--- src/hdl/svm_pkg.sv ---
// Shared types and constants of the sample voice mixer.
`default_nettype none

package svm_pkg;

  // Input item mode codes
  localparam logic [1:0] MODE_LOAD   = 2'd0;
  localparam logic [1:0] MODE_TRIG   = 2'd1;
  localparam logic [1:0] MODE_RENDER = 2'd2;

  // Command queue between front and back
  localparam int CMD_DEPTH = 2;
  localparam int CMD_PW    = 1;
  localparam int CMD_CW    = 2;

  // Voice gain: multiply by 12, shift right by 8
  localparam int GAIN_SHIFT = 8;

  typedef enum logic [1:0] {
    CMD_LOAD,
    CMD_TRIG,
    CMD_RENDER
  } cmd_e;

  typedef struct packed {
    cmd_e        op;
    logic [15:0] addr;      // load address or start address
    logic [15:0] data;      // load word or mix sample
    logic [16:0] end_addr;
    logic [23:0] step;
  } cmd_t;

  typedef struct packed {
    logic [15:0] mixed;
    logic [3:0]  active;
  } res_t;

  typedef enum logic [1:0] {
    BK_IDLE,
    BK_RUN,
    BK_DRAIN,
    BK_FIN
  } back_state_e;

endpackage

`default_nettype wire

--- src/hdl/svm_front.sv ---
// Front end: accepts input items, classifies them and queues commands.
`default_nettype none

module svm_front (
  input  wire logic               clk_i,
  input  wire logic               rst_ni,
  input  wire logic               push_i,
  output logic                    full_o,
  input  wire logic [1:0]         mode_i,
  input  wire logic [15:0]        load_address_i,
  input  wire logic signed [15:0] load_data_i,
  input  wire logic [15:0]        start_address_i,
  input  wire logic [16:0]        end_address_i,
  input  wire logic [23:0]        step_in_i,
  input  wire logic signed [15:0] mix_in_i,
  output logic                    cmd_valid_o,
  output svm_pkg::cmd_t           cmd_o,
  input  wire logic               cmd_pop_i
);

  svm_pkg::cmd_t                 queue_q [svm_pkg::CMD_DEPTH];
  logic [svm_pkg::CMD_PW-1:0]    wptr_q, wptr_d, rptr_q, rptr_d;
  logic [svm_pkg::CMD_CW-1:0]    count_q, count_d;
  svm_pkg::cmd_t                 cmd_new;
  logic                          keep;
  logic                          wr_en;
  logic                          rd_en;

  always_comb begin
    cmd_new          = '0;
    cmd_new.end_addr = end_address_i;
    cmd_new.step     = step_in_i;
    keep             = 1'b1;
    unique case (mode_i)
      svm_pkg::MODE_LOAD: begin
        cmd_new.op   = svm_pkg::CMD_LOAD;
        cmd_new.addr = load_address_i;
        cmd_new.data = load_data_i;
      end
      svm_pkg::MODE_TRIG: begin
        cmd_new.op   = svm_pkg::CMD_TRIG;
        cmd_new.addr = start_address_i;
      end
      svm_pkg::MODE_RENDER: begin
        cmd_new.op   = svm_pkg::CMD_RENDER;
        cmd_new.data = mix_in_i;
      end
      default: begin
        // unused mode: drop the request
        cmd_new.op = svm_pkg::CMD_LOAD;
        keep       = 1'b0;
      end
    endcase
  end

  assign full_o      = (count_q == svm_pkg::CMD_CW'(svm_pkg::CMD_DEPTH));
  assign cmd_valid_o = (count_q != '0);
  assign cmd_o       = queue_q[rptr_q];
  assign wr_en       = push_i && !full_o && keep;
  assign rd_en       = cmd_pop_i && cmd_valid_o;

  always_comb begin
    wptr_d  = wr_en ? wptr_q + 1'b1 : wptr_q;
    rptr_d  = rd_en ? rptr_q + 1'b1 : rptr_q;
    count_d = count_q;
    priority if (wr_en && !rd_en) begin
      count_d = count_q + 1'b1;
    end else if (rd_en && !wr_en) begin
      count_d = count_q - 1'b1;
    end else begin
      count_d = count_q;
    end
  end

  always_ff @(posedge clk_i or negedge rst_ni) begin
    if (!rst_ni) begin
      wptr_q  <= '0;
      rptr_q  <= '0;
      count_q <= '0;
    end else begin
      wptr_q  <= wptr_d;
      rptr_q  <= rptr_d;
      count_q <= count_d;
    end
  end

  always_ff @(posedge clk_i) begin
    if (wr_en) begin
      queue_q[wptr_q] <= cmd_new;
    end
  end

endmodule

`default_nettype wire

--- config.mk ---
export PLATFORM = sky130hd
export DESIGN_NAME = svm_front
export DESIGN_NICKNAME = d
export VERILOG_FILES = /design/src/hdl/svm_pkg.sv /design/src/hdl/svm_front.sv
export SDC_FILE = /design/constraint.sdc
export NUM_CORES = 1
export LEC_CHECK = 0
export BUFFER_PORTS_ARGS = -buffer_cell sky130_fd_sc_hd__buf_2
export CAP_MARGIN = 40
export CORE_MARGIN = 2
export CORE_UTILIZATION = 35
export DETAILED_ROUTE_END_ITERATION = 12
export GPL_TIMING_DRIVEN = 0
export PLACE_DENSITY = 0.59
export SYNTH_ARGS = -nofsm -noshare
export SYNTH_HDL_FRONTEND = slang
export SYNTH_SLANG_ARGS = --single-unit
--- constraint.sdc ---
create_clock -name clk_i -period 4.15 [get_ports clk_i]
set_clock_uncertainty 0.2 [all_clocks]
set_input_delay 0.2075 -clock clk_i [delete_from_list [all_inputs] [get_ports clk_i]]
set_output_delay 0.2075 -clock clk_i [all_outputs]
set_load 0.02 [all_outputs]
==> metrics.csv, run 1 <==
stage;metric;value;unit
outcome;status;completed;
drt;wl_per_cell;15.5;µm
clocking;h-tree-depth;4;
critical_path;cp_max_fo;10;
power_and_ir_drop;p_per_area;606;nW/µm²
hold_path;min_path_type;in2reg;
power_and_ir_drop;power_frac_seq;38.1;%
clocking;clock_latency;0.41;ns
cells_and_area;n_fill_cell;1460;
clocking;cts_setup_buffers;0;
critical_path;rr_endpoint;queue_q[1][49]$_DFFE_PP_;
logic_synthesis;syn_area;6270;µm²
hold_path;hp-start;load_address_i[1];
grt;grt_pass1_wl;20.0;mm
clocking;numClockSinks;154;
placement;dpl.hpwl;9.12;mm
logic_synthesis;yosys_register_bits;154;
sta;relSlewSlack;66.1;%
power_and_ir_drop;switching_share;32.0;%
logic_synthesis;synth_top_area_share;71.8;%
floorplan;rows;48;
grt;grt_use_total;14.3;%
placement;post_dp_cell_area;7640;µm²
floorplan;die_h;138;µm
drt;drt_iter0_drc;177;
placement;portBuffers;185;
sta;finalSetupTns;0;ns
power_and_ir_drop;p_int;3.79;mW
critical_path;start_kind;flop;
cells_and_area;drive_above_1_share;48.2;%
drt;routed_wl;13.6;mm
cells_and_area;finalCoreUtilization;52.9;%
power_and_ir_drop;vdd_ir_drop_max;294;µV
cells_and_area;finalNetCount;749;
critical_path;ff2ff_setup_slack;2.00;ns
sta;maxSlewViolCount;0;
grt;antenna_found_initial;0;
cells_and_area;final_design_area_no_fill;9210;µm²
floorplan;io_pins;188;
clocking;cts_resized;0;
sta;fin_crit_sh;52.6;%
critical_path;arrival;1.78;ns
hold_path;whs_endpoint;queue_q[0][58]$_DFFE_PP_;
clocking;cts_buffers;17;
clocking;hold_buffers;100;
sta;rsz0062_at_grt;no;
clocking;path_clk_slew;0.06;ns
sta;period_minus_slack;2.18;ns
sta;holdWs;0.0150;ns
logic_synthesis;netlist_top_cells_area;edfxtp_1 72%, mux2_4 9.6%, mux2_2 6.3%, mux2i_1 5.1%, nor2_1 2.1%;
flow_run;drv_cap;0;
logic_synthesis;synth_seq_area_share;73.4;%
cells_and_area;layout_common_cells;190 x buf_2, 150 x edfxtp_1, 100 x dlygate4sd3_1;
critical_path;worstRegToRegCells;4;
cells_and_area;insertedDiodeCount;0;
drt;firstDrtPassIters;4;
power_and_ir_drop;power.share.combinational;35.8;%
clocking;cts_tree;yes;
floorplan;die_w;138;µm
clocking;clk_root_buffer_cell;clkbuf_16;
logic_synthesis;syn_inst;327;
drt;drc_errors;0;
sta;hold_viol;0;
floorplan;start_util;36.0;%
hold_path;hold_depth;3;
drt;routed-via-count;3929;
sta;setup_viol;0;
sta;worst_slack;1.97;ns
logic_synthesis;synthesis.nets;439;
floorplan;dieArea;19000;µm²
cells_and_area;area.growth.synth_to_final;46.9;%
critical_path;critical_path_class;reg2out;
sta;clock.fmax;458;MHz
logic_synthesis;avgSynthCellArea;19.2;µm²
floorplan;design.core.area;17400;µm²
sta;worst_pin_slew;0.508;ns
cells_and_area;final_common_cell;buf_2;
logic_synthesis;yosys_warnings;0;
critical_path;worst_ep_required_time;3.74;ns
critical_path;reg2reg_from;count_q[1]$_DFFE_PN0P_;
grt;grt-ovfl-total;0;
drt;ant_nets;0;
power_and_ir_drop;p_leak;3.77;nW
drt;viasPerCell;4.49;
logic_synthesis;synth_top_area_cell;edfxtp_1;
critical_path;end_kind;output port;
power_and_ir_drop;switchingPower;1.78;mW
placement;pre_cts_slack;2.00;ns
logic_synthesis;netlist-cell-type-count;18;
placement;gp_congestion;0.700;
grt;grt_pass1_vias;4091;
power_and_ir_drop;p_clk_share;26.1;%
critical_path;cp-startpoint;rptr_q$_DFFE_PN0P_;
grt;grt_max_degree;27;
clocking;cts.path.max_buffers;2;
-- power by group through the flow --
stage          clock (mW)  combinational, mW  sequential, mW
2_1_floorplan           0               1.31            2.16
3_3_place_gp            0               1.83            2.20
3_5_place_dp            0               1.95            2.16
4_1_cts              1.50               2.03            2.12
5_1_grt              1.56               2.13            2.14
6_report             1.46               2.00            2.12
-- worst max-delay path, stage by stage, from the launching register on --
cell and delay (ns):
dfrtp_1 0.41, buf_4 0.25, buf_6 0.22, mux2_4 0.32, buf_2 0.16
-- Yosys cell counts --
cell type / n
edfxtp_1: 150
mux2_4: 40
mux2_2: 35
nor2_1: 35
mux2i_1: 32
buf_2: 5
buf_4: 5
buf_6: 4
dfrtp_1: 4
nor2b_1: 3
xnor2_1: 3
clkbuf_1: 2
inv_1: 2
nand2_1: 2
xor2_1: 2
ha_1: 1
nand3b_1: 1
or2_2: 1
-- sequential cells by signal, summed over array words and instances (netlist names) --
register / flops
queue_q: 150
wptr_q: 1
rptr_q: 1
count_q: 2
-- how the worst max path moves through the flow --
stage,cells past startpoint,end,slack (ns)
2_1_floorplan,3,queue_q[0][0]$_DFFE_PP_,-0.54
3_3_place_gp,3,queue_q[0][39]$_DFFE_PP_,-2.53
3_5_place_dp,4,queue_q[1][35]$_DFFE_PP_,2.00
4_1_cts,4,cmd_o[64],1.91
5_1_grt,4,cmd_o[59],1.90
6_report,4,cmd_o[64],1.97
-- routing by layer --
| metal | wire [µm] | vias up | track usage, % |
|---|---|---|---|
| li1 | - | 1871 | - |
| met4 | 214 | 0 | 5.78 |
| met5 | 0 | - | 0 |
| met3 | 621 | 13 | 3.24 |
| met2 | 7080 | 125 | 25.5 |
| met1 | 5650 | 1920 | 16.5 |
-- layout make-up --
type	instances	area, µm²	share of cell area (%)
Sequential cell	154	4600	50.0
Inverter	2	7.51	0.0815
Multi-Input combinational cell	155	1560	16.9
Clock inverter	15	139	1.51
Buffer	16	115	1.25
Clock buffer	17	425	4.62
Tap cell	225	282	3.06
Timing Repair Buffer	291	2080	22.6
-- through the flow --
stage	total power [mW]	std cells
final	5.58	875
after global routing	5.83	875
after CTS	5.66	875
after detailed placement	4.10	743
after global placement	4.03	737
after floorplan	3.47	327
-- kinds of logic after synthesis --
family                     after synthesis  share of synthesized area, %
buffers and inverters                   18                          1.96
xor gates and xnor gates                 5                         0.699
DFF                                    154                          73.4
and+or+nand+nor                         42                          2.73
adders and majority gates                1                         0.200
muxes                                  107                          21.0
Note: power is estimated with default switching activity, not from simulation.
==> run 2, diff against run 1 <==
--- a/config.mk
+++ b/config.mk
@@ -5,13 +5,14 @@
 export SDC_FILE = /design/constraint.sdc
 export NUM_CORES = 1
 export LEC_CHECK = 0
+export ABC_AREA = 1
 export BUFFER_PORTS_ARGS = -buffer_cell sky130_fd_sc_hd__buf_2
 export CAP_MARGIN = 40
 export CORE_MARGIN = 2
 export CORE_UTILIZATION = 35
 export DETAILED_ROUTE_END_ITERATION = 12
 export GPL_TIMING_DRIVEN = 0
-export PLACE_DENSITY = 0.59
+export PLACE_DENSITY = 0.57
 export SYNTH_ARGS = -nofsm -noshare
 export SYNTH_HDL_FRONTEND = slang
 export SYNTH_SLANG_ARGS = --single-unit
==> constraint.sdc (replaced) <==
create_clock -name clk_i -period 2.1 [get_ports clk_i]
set_clock_uncertainty 0.2 [all_clocks]
set_input_delay 0.105 -clock clk_i [delete_from_list [all_inputs] [get_ports clk_i]]
set_output_delay 0.105 -clock clk_i [all_outputs]
set_load 0.02 [all_outputs]
==> run 2 against run 1 <==
Final area up 0.33%. Sequential share of layout area down 0.16 points. First-iteration DRC count up 19%. Die area down 1.4%. Worst hold slack better by 0.055 ns. Power up 110%. Worst setup slack worse by 1.8 ns. Wire length up 8.8%. Area after synthesis down 1.5%. Final cell count up 25%. Critical path depth up 2. Global-route usage up 1.6 points.
==> metrics.csv, run 2 <==
stage;metric;value;unit;change
outcome;status;completed;;
drt;viasPerCell;4.40;;-2.0%
critical_path;ff2ff_setup_slack;0.24;ns;-1.76 ns
critical_path;cpMaxStageDelayCell;dlygate4sd3_1;;
grt;met1_usage;18.5;%;+2.0 points
cells_and_area;finalNetCount;972;;+30%
sta;maxSlewViolCount;0;;unchanged
grt;grt_pass1_vias;4734;;+16%
cells_and_area;largest_registers;queue_q (150), count_q (2);;
hold_path;hp-start;mode_i[1];;
logic_synthesis;yosys_register_bits;154;;unchanged
clocking;cts_resized;0;;unchanged
logic_synthesis;synth_seq_area_share;74.5;%;+1.1 points
floorplan;die_h;137;µm;-0.72%
power_and_ir_drop;power.share.combinational;36.2;%;+0.4 points
logic_synthesis;synth_top_area_share;72.9;%;+1.1 points
placement;post-place-cells;952;;+28%
floorplan;die_w;137;µm;-0.72%
grt;busiest_layer;met2;;
cells_and_area;regMostFlops;queue_q;;
flow_run;drv_cap;0;;unchanged
placement;dpl.hpwl;9.89;mm;+8.5%
placement;portBuffers;187;;+1.1%
logic_synthesis;synth_most_common_cell;nand2_1;;
hold_path;whs_endpoint;wptr_q$_DFFE_PN0P_;;
clocking;clock_latency;0.42;ns;about the same
cells_and_area;area.growth.synth_to_final;49.5;%;
drt;drt_iter0_drc;211;;+19%
floorplan;design.core.area;17300;µm²;-0.69%
hold_path;hold_depth;5;;+2
sta;relSlewSlack;57.5;%;-8.6 points
hold_path;min_path_type;in2reg;;
critical_path;worst_ep_required_time;2.07;ns;-1.67 ns
clocking;clk_root_buffer_cell;clkbuf_16;;
clocking;cts.path.max_buffers;2;;unchanged
critical_path;end_kind;flop;;
logic_synthesis;synth_top_area_cell;edfxtp_1;;
placement;gp_congestion;0.789;;+13%
clocking;cts_tree;yes;;
cells_and_area;layout_common_cells;304 x nand2_1, 202 x buf_2, 150 x edfxtp_1;;
power_and_ir_drop;p_clk_share;27.4;%;+1.3 points
logic_synthesis;netlist-cell-type-count;13;;-5
clocking;cts_buffers;17;;unchanged
critical_path;reg2reg_from;count_q[1]$_DFFE_PN0P_;;
sta;rsz0062_at_grt;no;;
grt;grt_pass1_wl;22.3;mm;+11%
critical_path;start_kind;input port;;
power_and_ir_drop;p_leak;4.19;nW;+11%
critical_path;critical_path_class;in2reg;;
floorplan;start_util;35.7;%;-0.29 points
drt;wl_per_cell;13.5;µm;-13%
critical_path;worstRegToRegCells;6;;+2
drt;firstDrtPassIters;5;;+1
clocking;numClockSinks;154;;unchanged
drt;drc_errors;0;;unchanged
grt;grt_max_degree;33;;+22%
drt;routed-via-count;4825;;+23%
sta;hold_viol;0;;unchanged
logic_synthesis;syn_inst;536;;+64%
critical_path;crit_chain;dlygate4sd3_1 > buf_2 > nand2_1 > dlygate4sd3_1 > nand2_1 > dlygate4sd3_1;;
critical_path;arrival;1.94;ns;+0.16 ns
grt;antenna_found_initial;0;;unchanged
sta;clock.fmax;507;MHz;
logic_synthesis;yosys_warnings;0;;unchanged
cells_and_area;finalNonFillerCells;1097;;+25%
sta;worst_slack;0.129;ns;-1.84 ns
logic_synthesis;synth_edf_count;150;;unchanged
power_and_ir_drop;switching_share;35.3;%;+3.4 points
clocking;path_clk_slew;0.06;ns;about the same
critical_path;worst-path-buf-inv;4;;+1
logic_synthesis;yosys_most_used_dff;edfxtp_1;;
critical_path;rr_endpoint;queue_q[0][60]$_DFFE_PP_;;
grt;grt-ovfl-total;0;;unchanged
cells_and_area;final_common_cell;nand2_1;;
sta;period_minus_slack;1.97;ns;
grt;grt_use_total;15.9;%;+1.6 points
cells_and_area;drive_above_1_share;29.8;%;-18 points
sta;fin_crit_sh;93.9;%;
floorplan;rows;48;;unchanged
placement;pre_cts_slack;-0.103;ns;-2.10 ns
sta;setup_viol;0;;unchanged
cells_and_area;largest_register_ffs;150;;unchanged
power_and_ir_drop;switchingPower;4.04;mW;+130%
critical_path;path_delay_family;buffers and inverters;;
grt;use_met3;3.37;%;+0.13 points
power_and_ir_drop;p_per_area;1240;nW/µm²;+100%
clocking;h-tree-depth;4;;unchanged
floorplan;dieArea;18700;µm²;-1.4%
logic_synthesis;avgSynthCellArea;11.5;µm²;-40%
power_and_ir_drop;p_int;7.40;mW;+95%
logic_synthesis;netlist_top_cells_area;edfxtp_1 73%, nand2_1 19%, nand3_1 2.8%, dfrtp_1 1.6%, buf_2 1.2%;;
power_and_ir_drop;vdd_ir_drop_max;590;µV;+100%
cells_and_area;finalCoreUtilization;53.4;%;+0.54 points
logic_synthesis;syn_area;6180;µm²;-1.5%
critical_path;cpPeakStageDelay;0.55;ns;+0.14 ns
cells_and_area;insertedDiodeCount;0;;unchanged
power_and_ir_drop;power_frac_seq;36.5;%;-1.6 points
floorplan;io_pins;188;;unchanged
drt;ant_nets;0;;unchanged
logic_synthesis;async_flop_share;2.60;%;unchanged
grt;gr-usage-met2;28.2;%;+2.7 points
sta;worst_pin_slew;0.636;ns;+0.129 ns
logic_synthesis;synthTopCellsByCount;305 x nand2_1, 150 x edfxtp_1, 35 x nand3_1;;
drt;routed_wl;14.8;mm;+8.8%
critical_path;crit_top_cell;dlygate4sd3_1;;
critical_path;cp_max_fo;2;;-8
logic_synthesis;synthesis.nets;648;;+48%
==> run 2: changes by cell type in the layout (fill, tap and decap cells not counted), moves of 10 or more <==
cell,delta
buf_2,+12
nand3_1,+34
nand2_1,+302
mux2_4,-40
mux2i_1,-32
dlygate4sd3_1,+10
nor2_1,-33
mux2_2,-35
==> run 2: worst reg2reg max path: stages, from the launching register on <==
cell and delay, ns:
dfrtp_1 0.40, inv_2 0.10, nor2_4 0.05, nor2_2 0.13, nand2_2 0.12, clkinvlp_4 0.27, buf_12 0.25
==> run 2: kinds of logic (layout without fill, tap and decap cells) <==
group                      after synthesis  count (layout)  synth area share, %
and+or+nand+nor                        344             345                 21.7
adders and majority gates                1               1                0.203
buffers and inverters                   36             371                 3.46
DFF                                    154             154                 74.5
xor gates and xnor gates                 1               1                0.142
==> run 2: cell type report <==
class                   instances  area, µm²
repair inverters                1       5.00
well taps                     225        282
plain buffers                  25        173
clock buffers                  20        437
flip-flops and latches        154       4600
clock inverters                11        170
fillers                      1483       8060
inverters                      11       45.0
multi-input cells             347       1390
repair buffers                303       2130
==> run 2: worst max-delay path by stage <==
| stage | startpoint | cells past startpoint | slack (ns) | end |
|---|---|---|---|---|
| finish | start_address_i[10] | 6 | 0.13 | queue_q[0][67]$_DFFE_PP_ |
| global route | rptr_q$_DFFE_PN0P_ | 7 | 0.04 | cmd_o[58] |
| CTS | count_q[1]$_DFFE_PN0P_ | 6 | 0.07 | queue_q[0][60]$_DFFE_PP_ |
| detailed placement | count_q[0]$_DFFE_PN0P_ | 5 | -0.10 | queue_q[1][47]$_DFFE_PP_ |
| global placement | count_q[0]$_DFFE_PN0P_ | 4 | -0.98 | queue_q[1][55]$_DFFE_PP_ |
| floorplan | count_q[1]$_DFFE_PN0P_ | 5 | -0.32 | queue_q[0][0]$_DFFE_PP_ |
==> run 2: per-layer routing <==
layer  vias up  routed length [µm]
li1       2432                   -
met1      2218                6380
met2       157                7380
met3        18                 769
met4         0                 234
met5         -                   0
==> run 2: power groups by stage <==
stage | registers [mW] | logic, mW | clock network [mW]
after floorplan | 4.22 | 2.52 | 0
after CTS | 4.17 | 4.20 | 3.20
after global placement | 4.26 | 3.87 | 0
after detailed placement | 4.23 | 4.00 | 0
after global routing | 4.21 | 4.56 | 3.33
final | 4.17 | 4.13 | 3.13
==> run 2: what timing repair did <==
| action | 4_1_cts | 5_1_grt |
|---|---|---|
| hold endpoints to repair | 153 | 0 |
| pin swaps | 1 | 1 |
| hold buffers | 110 | 0 |
| setup endpoints to repair | 52 | 87 |
| gates cloned | 1 | 1 |
| setup buffers | 0 | 2 |
==> run 2: through the flow <==
| stage | power (mW) | hold WS [ns] | cell area, µm² | setup TNS, ns |
|---|---|---|---|---|
| after floorplan | 6.75 | -0.391 | 6210 | -46.47 |
| after global placement | 8.12 | -0.286 | 7420 | -143.64 |
| after detailed placement | 8.24 | -0.282 | 7500 | -4.93 |
| after CTS | 11.6 | 0.0443 | 9220 | 0 |
| after global routing | 12.1 | 0.113 | 9240 | 0 |
| final | 11.4 | 0.0701 | 9240 | 0 |
==> run 3, diff against run 2 <==
--- a/config.mk
+++ b/config.mk
@@ -10,6 +10,8 @@
 export CAP_MARGIN = 40
 export CORE_MARGIN = 2
 export CORE_UTILIZATION = 35
+export CTS_BUF_LIST = sky130_fd_sc_hd__clkbuf_8
+export CTS_CLUSTER_DIAMETER = 150
 export DETAILED_ROUTE_END_ITERATION = 12
 export GPL_TIMING_DRIVEN = 0
 export PLACE_DENSITY = 0.57
==> run 3 against run 2 <==
Worst hold slack gained 0.032 ns. Largest power group unchanged. Fmax shrank 2.9%. Die area is the same. Sequential share of layout area grew 0.67 points. Count of clock-buffer cells in the layout shrank 3. Power shrank 6.9%. Register-to-register slack is essentially flat. Final cell count grew 0.55%. Wire length shrank 0.45%. Clock power shrank 26%. Flip-flop and latch count is the same. Highest routed layer unchanged. Core utilization shrank 0.71 points.
==> metrics.csv, run 3 (same netlist as run 2, synthesis figures left out) <==
stage;metric;value;unit;change
sta;setup_viol;0;;unchanged
cells_and_area;area.growth.synth_to_final;47.6;%;
cells_and_area;final_common_cell;nand2_1;;
sta;fin_crit_sh;96.6;%;+2.8 points
grt;grt_max_degree;33;;unchanged
grt;antenna_found_initial;0;;unchanged
power_and_ir_drop;p_clk_share;21.8;%;-5.6 points
power_and_ir_drop;switching_share;37.1;%;+1.8 points
sta;worst_slack;0.0706;ns;-0.0579 ns
clocking;cts_tree;yes;;
floorplan;die_w;137;µm;unchanged
drt;wl_per_cell;13.3;µm;-1.0%
power_and_ir_drop;vdd_ir_drop_max;591;µV;+0.19%
power_and_ir_drop;p_leak;4.13;nW;-1.5%
placement;post_dp_cell_area;7500;µm²;unchanged
critical_path;start_kind;input port;;
floorplan;dieArea;18700;µm²;unchanged
floorplan;io_pins;188;;unchanged
critical_path;cp_max_fo;2;;unchanged
grt;grt_pass1_vias;4816;;+1.7%
placement;portBuffers;187;;unchanged
hold_path;min_path_type;in2reg;;
placement;pre_cts_slack;-0.103;ns;unchanged
critical_path;arrival;2.01;ns;+0.07 ns
power_and_ir_drop;power_frac_seq;39.1;%;+2.6 points
sta;hold_viol;0;;unchanged
sta;relSlewSlack;57.1;%;-0.39 points
drt;routed_wl;14.7;mm;-0.45%
floorplan;start_util;35.7;%;unchanged
floorplan;design.core.area;17300;µm²;unchanged
sta;holdWs;0.102;ns;+0.0323 ns
clocking;h-tree-depth;4;;unchanged
clocking;cts_buffers;17;;unchanged
sta;clock.fmax;493;MHz;-2.9%
sta;worst_pin_slew;0.642;ns;+0.00591 ns
floorplan;rows;48;;unchanged
cells_and_area;layout_common_cells;304 x nand2_1, 201 x buf_2, 150 x edfxtp_1;;
power_and_ir_drop;switchingPower;3.95;mW;-2.3%
grt;grt_use_total;15.8;%;-0.076 points
floorplan;die_h;137;µm;unchanged
critical_path;cpPeakStageDelay;0.57;ns;+0.02 ns
hold_path;hold_depth;6;;+1
grt;grt-ovfl-total;0;;unchanged
outcome;status;completed;;
clocking;numClockSinks;154;;unchanged
cells_and_area;final_design_area_no_fill;9110;µm²;-1.3%
sta;rsz0062_at_grt;no;;
clocking;clk_root_buffer_cell;clkbuf_8;;
placement;post-place-cells;952;;unchanged
drt;firstDrtPassIters;4;;-1
cells_and_area;finalCoreUtilization;52.7;%;-0.71 points
drt;ant_nets;0;;unchanged
power_and_ir_drop;p_int;6.70;mW;-9.4%
flow_run;drv_cap;0;;unchanged
critical_path;end_kind;flop;;
cells_and_area;regMostFlops;queue_q;;
power_and_ir_drop;power.share.combinational;39.1;%;+2.9 points
critical_path;cpMaxStageDelayCell;dlygate4sd3_1;;
placement;dpl.hpwl;9.89;mm;unchanged
sta;finalSetupTns;0;ns;unchanged
cells_and_area;insertedDiodeCount;0;;unchanged
clocking;clock_latency;0.44;ns;+0.02 ns
critical_path;critical_path_class;in2reg;;
cells_and_area;largest_registers;queue_q (150), count_q (2);;
drt;routed-via-count;4874;;+1.0%
clocking;path_clk_slew;0.08;ns;+0.02 ns
clocking;cts.path.max_buffers;2;;unchanged
critical_path;crit_top_cell;dlygate4sd3_1;;
sta;period_minus_slack;2.03;ns;+0.0579 ns
drt;drt_iter0_drc;227;;+7.6%
cells_and_area;largest_register_ffs;150;;unchanged
grt;grt_pass1_wl;22.4;mm;+0.56%
placement;gp_congestion;0.789;;unchanged
power_and_ir_drop;power.total;10.6;mW;-6.9%
cells_and_area;finalNonFillerCells;1103;;+0.55%
cells_and_area;finalNetCount;978;;+0.62%
sta;maxSlewViolCount;0;;unchanged
critical_path;worst_ep_required_time;2.08;ns;about the same
critical_path;crit_chain;dlygate4sd3_1 > buf_2 > nand2_1 > dlygate4sd3_1 > nand2_1 > dlygate4sd3_1;;
power_and_ir_drop;p_per_area;1170;nW/µm²;-5.6%
drt;drc_errors;0;;unchanged
critical_path;worstRegToRegCells;6;;unchanged
drt;viasPerCell;4.42;;+0.47%
cells_and_area;drive_above_1_share;29.5;%;-0.32 points
-- run 3: cell count changes in the layout (fill, tap and decap cells not counted), moves of 3 or more --
cell / delta
clkbuf_1: -3
clkbuf_16: -17
clkbuf_8: +17
dlygate4sd3_1: +7
inv_1: +3
-- run 3: worst max-delay path, delay by kind of cell --
kind / cells / cell delay, ns
buffers and inverters: 4 / 1.80
AND/OR/NAND/NOR: 2 / 0.11
-- run 3: worst paths after layout --
path	startpoint	endpoint	slack [ns]
setup / recovery	start_address_i[2]	queue_q[1][59]$_DFFE_PP_	0.07
hold / removal	mode_i[1]	wptr_q$_DFFE_PN0P_	0.10
setup reg to reg	count_q[1]$_DFFE_PN0P_	queue_q[0][62]$_DFFE_PP_	0.23
hold reg to reg	wptr_q$_DFFE_PN0P_	wptr_q$_DFFE_PN0P_	0.30
max in group asynchronous	rst_ni	rptr_q$_DFFE_PN0P_	1.12
min in group asynchronous	rst_ni	count_q[0]$_DFFE_PN0P_	0.41
-- run 3: final cells by class --
cell class,count,area [µm²]
buffer,25,179
clock buffer,17,234
clock inverter,14,181
fill,1504,8180
inverter,11,45.0
multi-input combinational,347,1390
sequential,154,4600
tap,225,282
timing repair buffer,309,2190
timing repair inverter,1,5.00
-- run 3: per-layer routing --
layer	vias up	share of wire [%]	global-route usage (%)
met4	0	0.97	4.70
met5	-	0	0
met2	166	50	28.4
met3	11	6.0	4.26
met1	2252	43	18.5
li1	2445	-	-
-- run 3: power by group through the flow --
stage          clock, mW  combinational (mW)  sequential [mW]
2_1_floorplan          0                2.52             4.22
3_3_place_gp           0                3.87             4.26
3_5_place_dp           0                4.00             4.23
4_1_cts             2.39                4.21             4.16
5_1_grt             2.52                4.58             4.21
6_report            2.32                4.16             4.16
-- run 3: repair_timing --
action | 4_1_cts | 5_1_grt
setup buffers | 0 | 1
hold endpoints to repair | 164 | 0
gates resized for setup | 0 | 2
cloned | 1 | 1
pin swaps | 1 | 1
endpoints found under the setup margin | 52 | 76
hold buffers | 117 | 0
